File: src/rtl/brf_pkg.sv
// Shared types and codes for the byte ring FIFO with block read.
package brf_pkg;

    // Operation carried on the input tuser bit
    localparam logic OP_WRITE = 1'b0;
    localparam logic OP_READ  = 1'b1;

    // Kind of a result beat
    typedef enum logic [1:0] {
        KIND_WRITE = 2'd0,
        KIND_BYTE  = 2'd1,
        KIND_NONE  = 2'd2
    } t_kind;

    // One result beat
    typedef struct packed {
        t_kind      kind;
        logic [7:0] data_out;
        logic       last;
        logic       accepted;
        logic [7:0] level;
        logic [7:0] free_space;
    } t_result;

    // Controller states
    typedef enum logic {
        ST_IDLE = 1'b0,
        ST_READ = 1'b1
    } t_state;

endpackage

File: src/rtl/brf_ram.sv
// Generic single-write, single-read synchronous RAM with registered read data.
module brf_ram #(
    parameter int WIDTH = 8,
    parameter int DEPTH = 256
) (
    input  logic                             i_clk,
    input  logic                             i_we,
    input  logic [$clog2(DEPTH)-1:0]         i_waddr,
    input  logic [WIDTH-1:0]                 i_wdata,
    input  logic                             i_re,
    input  logic [$clog2(DEPTH)-1:0]         i_raddr,
    output logic [WIDTH-1:0]                 o_rdata
);

    logic [WIDTH-1:0] r_mem [DEPTH];
    logic [WIDTH-1:0] r_rdata;

    // Write port
    always_ff @(posedge i_clk) begin
        if (i_we) begin
            r_mem[i_waddr] <= i_wdata;
        end
    end

    // Read port, data held until the next read
    always_ff @(posedge i_clk) begin
        if (i_re) begin
            r_rdata <= r_mem[i_raddr];
        end
    end

    assign o_rdata = r_rdata;

endmodule

File: src/rtl/brf_ctrl.sv
// Pointer, level and block-read sequencing around the byte store.
module brf_ctrl #(
    parameter int DEPTH     = 256,
    parameter int MAX_BLOCK = 64
) (
    input  logic                     i_clk,
    input  logic                     i_rst_n,
    // input beat
    input  logic                     i_s_valid,
    output logic                     o_s_ready,
    input  logic                     i_opcode,
    input  logic [7:0]               i_data_byte,
    input  logic                     i_packet_end,
    input  logic [6:0]               i_max_len,
    // result queue
    input  logic                     i_q_room,
    output logic                     o_push,
    output brf_pkg::t_result         o_result,
    // byte store
    output logic                     o_we,
    output logic [$clog2(DEPTH)-1:0] o_waddr,
    output logic [7:0]               o_wdata,
    output logic                     o_re,
    output logic [$clog2(DEPTH)-1:0] o_raddr,
    input  logic [7:0]               i_rdata
);
    import brf_pkg::*;

    localparam int AW = $clog2(DEPTH);
    localparam int CW = $clog2(MAX_BLOCK + 1);
    localparam logic [AW-1:0] MAX_LVL = AW'(DEPTH - 1);
    localparam logic [6:0]    MAX_BLK7 = 7'(MAX_BLOCK);

    t_state          r_state, n_state;
    logic [AW-1:0]   r_wp, r_rp, r_level;
    logic [CW-1:0]   r_issue_left, r_push_left;
    logic            r_pend;

    logic            accept, is_write, is_full, is_nothing, push_byte;
    logic [CW-1:0]   max_sat, blk_len;
    logic [AW+6:0]   lvl_ext, max_ext;
    logic [AW-1:0]   lvl_out, free_out;
    logic [AW+7:0]   lvl_wide, free_wide;

    // Decode the incoming beat
    always_comb begin
        accept     = i_s_valid && o_s_ready;
        is_write   = (i_opcode == OP_WRITE);
        is_full    = (r_level == MAX_LVL);
        max_sat    = (i_max_len > MAX_BLK7) ? CW'(MAX_BLOCK) : i_max_len[CW-1:0];
        lvl_ext    = {7'b0, r_level};
        max_ext    = {{AW{1'b0}}, 7'(max_sat)};
        blk_len    = (lvl_ext < max_ext) ? lvl_ext[CW-1:0] : max_sat;
        is_nothing = (r_level == '0) || (max_sat == '0);
    end

    // Next state
    always_comb begin
        n_state = r_state;
        unique case (r_state)
            ST_IDLE: begin
                if (accept && !is_write && !is_nothing) begin
                    n_state = ST_READ;
                end
            end
            ST_READ: begin
                if (push_byte && r_push_left == CW'(1)) begin
                    n_state = ST_IDLE;
                end
            end
            default: n_state = ST_IDLE;
        endcase
    end

    // Handshake, store access and result beat
    always_comb begin
        o_s_ready = (r_state == ST_IDLE) && i_q_room;
        push_byte = (r_state == ST_READ) && r_pend && i_q_room;
        o_re      = (r_state == ST_READ) && (r_issue_left != '0) && (!r_pend || push_byte);
        o_raddr   = r_rp;
        o_we      = accept && is_write && !is_full;
        o_waddr   = r_wp;
        o_wdata   = i_data_byte;
        o_push    = (accept && (is_write || is_nothing)) || push_byte;

        o_result  = '0;
        lvl_out   = r_level;
        if (push_byte) begin
            o_result.kind     = KIND_BYTE;
            o_result.data_out = i_rdata;
            o_result.last     = (r_push_left == CW'(1));
            lvl_out           = r_level - AW'(1);
        end else if (is_write) begin
            o_result.kind     = KIND_WRITE;
            o_result.last     = i_packet_end;
            o_result.accepted = !is_full;
            lvl_out           = is_full ? r_level : r_level + AW'(1);
        end else begin
            o_result.kind     = KIND_NONE;
            o_result.last     = 1'b1;
        end
        free_out            = MAX_LVL - lvl_out;
        lvl_wide            = {8'b0, lvl_out};
        free_wide           = {8'b0, free_out};
        o_result.level      = lvl_wide[7:0];
        o_result.free_space = free_wide[7:0];
    end

    // State, pointers and counters
    always_ff @(posedge i_clk) begin
        if (!i_rst_n) begin
            r_state      <= ST_IDLE;
            r_wp         <= '0;
            r_rp         <= '0;
            r_level      <= '0;
            r_issue_left <= '0;
            r_push_left  <= '0;
            r_pend       <= 1'b0;
        end else begin
            r_state <= n_state;
            // store a write unless full
            if (o_we) begin
                r_wp    <= (r_wp == MAX_LVL) ? '0 : r_wp + AW'(1);
                r_level <= r_level + AW'(1);
            end
            // arm a block read
            if (accept && !is_write && !is_nothing) begin
                r_issue_left <= blk_len;
                r_push_left  <= blk_len;
            end
            // advance the read address
            if (o_re) begin
                r_rp         <= (r_rp == MAX_LVL) ? '0 : r_rp + AW'(1);
                r_issue_left <= r_issue_left - CW'(1);
            end
            // retire a popped byte
            if (push_byte) begin
                r_push_left <= r_push_left - CW'(1);
                r_level     <= r_level - AW'(1);
            end
            if (o_re) begin
                r_pend <= 1'b1;
            end else if (push_byte) begin
                r_pend <= 1'b0;
            end
        end
    end

`ifndef SYNTHESIS
    logic [AW:0] ptr_diff;
    assign ptr_diff = (r_wp >= r_rp) ? ({1'b0, r_wp} - {1'b0, r_rp})
                                     : ({1'b0, r_wp} + (AW+1)'(DEPTH) - {1'b0, r_rp});

    a_level_bound: assert property (@(posedge i_clk) disable iff (!i_rst_n)
        r_level <= MAX_LVL)
        else $error("level above usable capacity");

    a_level_ptrs: assert property (@(posedge i_clk) disable iff (!i_rst_n)
        (r_state == ST_IDLE) |-> (ptr_diff == {1'b0, r_level}))
        else $error("level disagrees with pointers");

    a_inflight: assert property (@(posedge i_clk) disable iff (!i_rst_n)
        (r_state == ST_READ) |-> ({1'b0, r_push_left} == {1'b0, r_issue_left} + (CW+1)'(r_pend)))
        else $error("issued and retired byte counts out of step");

    a_no_write_in_read: assert property (@(posedge i_clk) disable iff (!i_rst_n)
        o_we |-> (r_state == ST_IDLE) && !o_re)
        else $error("store write overlaps a block read");
`endif

endmodule

File: src/rtl/brf_outq.sv
// Two-entry result queue that decouples the controller from the output bus.
module brf_outq (
    input  logic             i_clk,
    input  logic             i_rst_n,
    input  logic             i_push,
    input  brf_pkg::t_result i_data,
    output logic             o_room,
    output logic             o_valid,
    input  logic             i_ready,
    output brf_pkg::t_result o_data
);
    import brf_pkg::*;

    t_result    r_q [2];
    logic       r_wr, r_rd;
    logic [1:0] r_count;
    logic       pop;

    assign o_room  = (r_count != 2'd2);
    assign o_valid = (r_count != 2'd0);
    assign o_data  = r_q[r_rd];
    assign pop     = o_valid && i_ready;

    // Hold the payload
    always_ff @(posedge i_clk) begin
        if (i_push) begin
            r_q[r_wr] <= i_data;
        end
    end

    // Advance pointers and occupancy
    always_ff @(posedge i_clk) begin
        if (!i_rst_n) begin
            r_wr    <= 1'b0;
            r_rd    <= 1'b0;
            r_count <= 2'd0;
        end else begin
            if (i_push) begin
                r_wr <= ~r_wr;
            end
            if (pop) begin
                r_rd <= ~r_rd;
            end
            r_count <= r_count + 2'(i_push) - 2'(pop);
        end
    end

`ifndef SYNTHESIS
    a_push_room: assert property (@(posedge i_clk) disable iff (!i_rst_n)
        i_push |-> o_room)
        else $error("push into a full result queue");

    a_count_bound: assert property (@(posedge i_clk) disable iff (!i_rst_n)
        r_count <= 2'd2)
        else $error("result queue occupancy out of range");

    a_hold_beat: assert property (@(posedge i_clk) disable iff (!i_rst_n)
        o_valid && !i_ready |=> o_valid && $stable(o_data))
        else $error("waiting result beat changed");
`endif

endmodule

File: src/rtl/byte_ring_fifo_block_read_top.sv
// Byte ring FIFO with block read: top level with stream ports.
//
// A write beat (tuser 0) stores one byte unless the FIFO holds DEPTH-1
// bytes, and yields one status beat. A read beat (tuser 1) pops min(max_len,
// MAX_BLOCK, level) bytes, one result beat per byte with tlast on the final
// one, or one nothing-read beat when the FIFO is empty or max_len is zero.
// A write or nothing-read item leaves the controller idle, ready for the
// next beat while the result queue has room. A block read fetches its
// first byte from the single read port of the byte store, whose read data
// is registered, then one byte per cycle while the output does not stall.
// A two-entry result queue lets the next item be taken while earlier
// results still wait. The store is not cleared at reset; only written
// entries are ever read. level and free_space report the low 8 bits.
module byte_ring_fifo_block_read_top #(
    parameter int DEPTH     = 256,
    parameter int MAX_BLOCK = 64
) (
    input  logic        i_clk,
    input  logic        i_rst_n,
    // input stream
    input  logic        i_s_tvalid,
    output logic        o_s_tready,
    input  logic [15:0] i_s_tdata,   // [7:0] data_byte, [14:8] max_len, [15] zero
    input  logic        i_s_tuser,   // [0] opcode
    input  logic        i_s_tlast,   // packet_end
    // result stream
    output logic        o_m_tvalid,
    input  logic        i_m_tready,
    output logic [31:0] o_m_tdata,   // [7:0] data_out, [8] accepted, [16:9] level,
                                     // [24:17] free_space, [31:25] zero
    output logic [1:0]  o_m_tuser,   // [1:0] kind
    output logic        o_m_tlast    // last
);
    import brf_pkg::*;

    localparam int AW = $clog2(DEPTH);

    logic          q_room, push;
    t_result       result, q_data;
    logic          we, re;
    logic [AW-1:0] waddr, raddr;
    logic [7:0]    wdata, rdata;

    brf_ctrl #(
        .DEPTH     (DEPTH),
        .MAX_BLOCK (MAX_BLOCK)
    ) u_ctrl (
        .i_clk        (i_clk),
        .i_rst_n      (i_rst_n),
        .i_s_valid    (i_s_tvalid),
        .o_s_ready    (o_s_tready),
        .i_opcode     (i_s_tuser),
        .i_data_byte  (i_s_tdata[7:0]),
        .i_packet_end (i_s_tlast),
        .i_max_len    (i_s_tdata[14:8]),
        .i_q_room     (q_room),
        .o_push       (push),
        .o_result     (result),
        .o_we         (we),
        .o_waddr      (waddr),
        .o_wdata      (wdata),
        .o_re         (re),
        .o_raddr      (raddr),
        .i_rdata      (rdata)
    );

    brf_ram #(
        .WIDTH (8),
        .DEPTH (DEPTH)
    ) u_store (
        .i_clk   (i_clk),
        .i_we    (we),
        .i_waddr (waddr),
        .i_wdata (wdata),
        .i_re    (re),
        .i_raddr (raddr),
        .o_rdata (rdata)
    );

    brf_outq u_outq (
        .i_clk   (i_clk),
        .i_rst_n (i_rst_n),
        .i_push  (push),
        .i_data  (result),
        .o_room  (q_room),
        .o_valid (o_m_tvalid),
        .i_ready (i_m_tready),
        .o_data  (q_data)
    );

    // Pack the result beat
    assign o_m_tdata = {7'b0, q_data.free_space, q_data.level, q_data.accepted,
                        q_data.data_out};
    assign o_m_tuser = q_data.kind;
    assign o_m_tlast = q_data.last;

endmodule

File: config.mk
export PLATFORM = sky130hd
export DESIGN_NAME = byte_ring_fifo_block_read_top
export DESIGN_NICKNAME = d
export VERILOG_FILES = /design/src/rtl/brf_pkg.sv /design/src/rtl/brf_ram.sv /design/src/rtl/brf_ctrl.sv /design/src/rtl/brf_outq.sv /design/src/rtl/byte_ring_fifo_block_read_top.sv
export SDC_FILE = /design/constraint.sdc
export NUM_CORES = 2
export LEC_CHECK = 0
export ABC_AREA = 1
export BUFFER_PORTS_ARGS = -buffer_cell sky130_fd_sc_hd__buf_2
export CORE_ASPECT_RATIO = 0.5
export CORE_MARGIN = 10
export CORE_UTILIZATION = 50
export DETAILED_ROUTE_END_ITERATION = 10
export GPL_TIMING_DRIVEN = 0
export PLACE_DENSITY = 0.66
export REMOVE_ABC_BUFFERS = 1
export SLEW_MARGIN = 20
export SYNTH_ARGS = -nofsm -noshare
export SYNTH_HDL_FRONTEND = slang
export SYNTH_SLANG_ARGS = --single-unit
File: constraint.sdc
create_clock -name i_clk -period 2.85 [get_ports i_clk]
set_clock_uncertainty 0.1 [all_clocks]
set_input_delay 0.1425 -clock i_clk [delete_from_list [all_inputs] [get_ports i_clk]]
set_output_delay 0.1425 -clock i_clk [all_outputs]
set_load 0.03 [all_outputs]
==> summary.md <==
| Metric | Value |
|---|---|
| DRC | 0 |
| Number of max-cap violations | 0 |
| Post-Route WL | 265200 um |
| Post-layout util | 0.5970 |
| Synth cell types | 45 |
| Synth Register Bits | 2157 |
| Tcrit/Tclk final | 1.115 |
| Clock sink count | 2157 |
| Clock share of power | 0.329 |
| Clk pin slew, worst setup/hold paths | 0.07 ns |
| Max FO, Critical Path | 14 |
| Fmax | 314.7 MHz |
| FILL cells | 12940 |
| Power per Cell Area | 723.7 nW/um2 |
| Dominant synthesized flop cell | edfxtp_1 |
| Reg2reg path depth | 5 |
| Total Routing Usage GR | 0.2603 |
| Sw Share | 0.2858 |
| Fin. max-slew vios | 0 |
| Leakage | 34.17 nW |
| Async S/R FF share, synth | 0 |
| Peak supply drop | 0.5425 mV |
| Core area | 173800 um2 |
| Failing checks | negative setup slack |
| Row cnt | 108 |
| Hold path start | i_m_tready |
| NumNets Final | 7246 |
| Drt initial violations | 8389 |
| Cell taking the most area after synthesis | edfxtp_1 |
| Syn_area_per_cell | 12.30 um2 |
| P&R area growth vs syn | 18.40% |
| Type of the worst setup path | reg -> reg |
| TritonCTS clock tree | built |
| Final worst slack | -0.3278 ns |
| Via count | 59970 |
| P_int | 53.62 mW |
| Reg2Reg Capture Point | u_store.o_rdata[7] |
| CP Launch Point | u_ctrl.o_raddr[6] |
| Crit path launch type | flop |
| Yosys top cell area share | 0.7238 |
| Min cycle time layout | 3.178 ns |
| Unrepaired setup endpoints after global routing | true |
| Port-buffer cells | 50 |
| Gp weighted congestion | 0.8053 |
| CTS Buffer Depth | 3 |
| WP data required | 3.33 ns |
| Final antenna-violating net count | 0 |
| CTS buffer count | 188 |
| Die H | 316 um |
| Layout Cells excl Fill | 9668 |
| Part of the Yosys area used for sequential elements | 0.7341 |
| PnR Total Power | 75.08 mW |
| Die width | 612 um |
| Gr ovfl total | 0 |
| Syn Inst Count | 7126 |
| DR pass1 iterations | 5 |
| Combinational share of power | 0.201 |
| Boundary Pins | 59 |
| Vias per cell | 6.203 |
| Switching pwr | 21.45 mW |
| Dpl ws | -2.535 ns |
| Crit path to | u_store.o_rdata[7] |
| CTS Root Cell | clkbuf_16 |
| Most common cell in the netlist | edfxtp_1 |
| Largest cells by area after synthesis | edfxtp_1 (72%), nor2_1 (7.2%), o21ai_0 (5.9%) |
| Rel. slew slack | 0.1186 |
| Detailed placement HPWL | 128300 um |
| WL/cell | 27.44 um |
| Die area | 193400 um2 |
| List of most frequent post-synthesis cells | edfxtp_1 (2112), nor2_1 (1675), o21ai_0 (1036) |
| Max H-tree Level | 4 |
| Largest net degree at the start of global routing | 117 |
| Final setup vio count | 11 |
| Final Hold Fails | 0 |
| Clk Latency, worst-skew pair | 0.83 ns |
| FF-to-FF Start | u_ctrl.o_raddr[6] |
| Vias in the first global route | 55360 |
| Fraction of layout cells with a size suffix above 1 | 0.1558 |
| Worst slew pin tran | 1.320 ns |
| Initial Utilization | 0.5042 |
| CP endpoint kind | flop |
| Outcome | finished, violations left |
| Placed cell count | 9091 |
| Post-synthesis cell area | 87620 um2 |
| Seq pwr share | 0.471 |
| EDFF count, synth | 2112 |
| Flop2flop setup slack | -0.33 ns |
| Initial antenna violation count | 5 |
| HP Class | in -> reg |
| Total number of yosys warnings | 0 |
| Post-route setup TNS | -1.724 ns |
| First-pass GRT wire length | 373700 um |
| Crit path DAT | 3.65 ns |
logic make-up after synthesis:
kind of cell / synth area share
flip-flops: 0.7341
AO/OA/AOI/OAI: 0.1069
AND/OR/NAND/NOR: 0.1157
multiplexers: 0.003713
other: 0.00004280
adder cells (fa/ha/maj): 0.002713
XOR/XNOR: 0.0006998
buffers and inverters: 0.03603
state kept, by name, indices dropped and copies added (netlist names), named ones only:
signal and flops:
u_ctrl.o_waddr 8, u_outq.r_count 2, u_ctrl.r_level 8, u_ctrl.r_issue_left 7, u_store.r_mem 2048, u_ctrl.r_pend 1
u_outq.r_wr 1, u_store.o_rdata 8, u_ctrl.r_state 1, u_outq.r_rd 1, u_outq.r_q 56, u_ctrl.r_push_left 7
u_ctrl.o_raddr 8
stage by stage:
step           area [um2]  hold slack, ns
2_1_floorplan       85120          0.1360
4_1_cts            101800         0.08076
3_5_place_dp        90580          0.3412
5_1_grt            103700          0.1641
6_report           103700          0.1465
3_3_place_gp        88260          0.3335
cells in the final DEF, fill, tap and decap left out, types with 23 or more instances in the layout:
| master | n |
|---|---|
| o22ai_1 | 153 |
| a21oi_1 | 127 |
| dfxtp_1 | 36 |
| nand2_1 | 462 |
| nand3_1 | 227 |
| a21oi_2 | 23 |
| nand2_4 | 29 |
| clkinv_2 | 29 |
| o21ai_1 | 166 |
| o211ai_1 | 251 |
| nand3_2 | 52 |
| nand3_4 | 50 |
| nor2_4 | 199 |
| buf_16 | 102 |
| nand2_2 | 27 |
| nor2_2 | 85 |
| mux2_2 | 28 |
| inv_1 | 146 |
| clkbuf_1 | 47 |
| bufbuf_16 | 37 |
| buf_12 | 40 |
| dlygate4sd3_1 | 27 |
| nor2_1 | 1393 |
| buf_4 | 73 |
| clkbuf_16 | 211 |
| clkinv_1 | 56 |
| o21ai_0 | 931 |
| edfxtp_1 | 2112 |
| buf_2 | 42 |
metal layers:
metal	vias to the layer above	global-route usage	share of wire
li1	25980	-	-
met3	576	0.06242	0.13
met1	29650	0.3585	0.38
met4	2	0.1077	0.040
met5	-	0	0.000041
met2	3760	0.4001	0.45
power groups by stage:
stage	Clock (mW)	Combinational, mW	Sequential (mW)
2_1_floorplan	0	4.63	36.4
3_3_place_gp	0	5.06	36.6
3_5_place_dp	0	10.7	36.1
4_1_cts	24.6	13.9	35.3
5_1_grt	26.0	16.0	35.4
6_report	24.7	15.1	35.3
how the worst min path moves through the flow:
stage / slack, ns / cells past startpoint / endpoint
global route: 0.16 / 5 / u_outq.r_rd
finish: 0.15 / 5 / u_outq.r_rd
detailed placement: 0.34 / 1 / flop
floorplan: 0.14 / 2 / u_outq.r_count[0]
global placement: 0.33 / 1 / flop
CTS: 0.08 / 5 / u_outq.r_rd
critical path: stages, from the launching register on:
cell     delay (ns)
dfxtp_1        1.20
inv_1          0.80
a21oi_2        0.43
nand3_4        0.15
nand3_2        0.11
nand2_2        0.10
repair_timing:
action                                  4_1_cts  5_1_grt
gates resized for setup                     653      310
hold buffers                                 28        0
endpoints found under the hold margin      1458        0
setup buffers                                64       47
endpoints found under the setup margin     2069     1844
gates cloned                                 77       19
pin swaps                                    60       90
layout make-up:
cell class | count | area (um2) | share of cell area
inverter | 168 | 744.5 | 0.007176
clock buffer | 243 | 5059 | 0.04876
timing repair inverter | 7 | 71.32 | 0.0006875
tap | 2310 | 2890 | 0.02786
multi-input combinational | 4325 | 23410 | 0.2257
timing repair buffer | 358 | 6538 | 0.06302
antenna | 3 | 7.507 | 0.00007237
clock inverter | 97 | 666.9 | 0.006429
sequential | 2157 | 64350 | 0.6203
No activity file was read; power rests on OpenSTA's default activity.
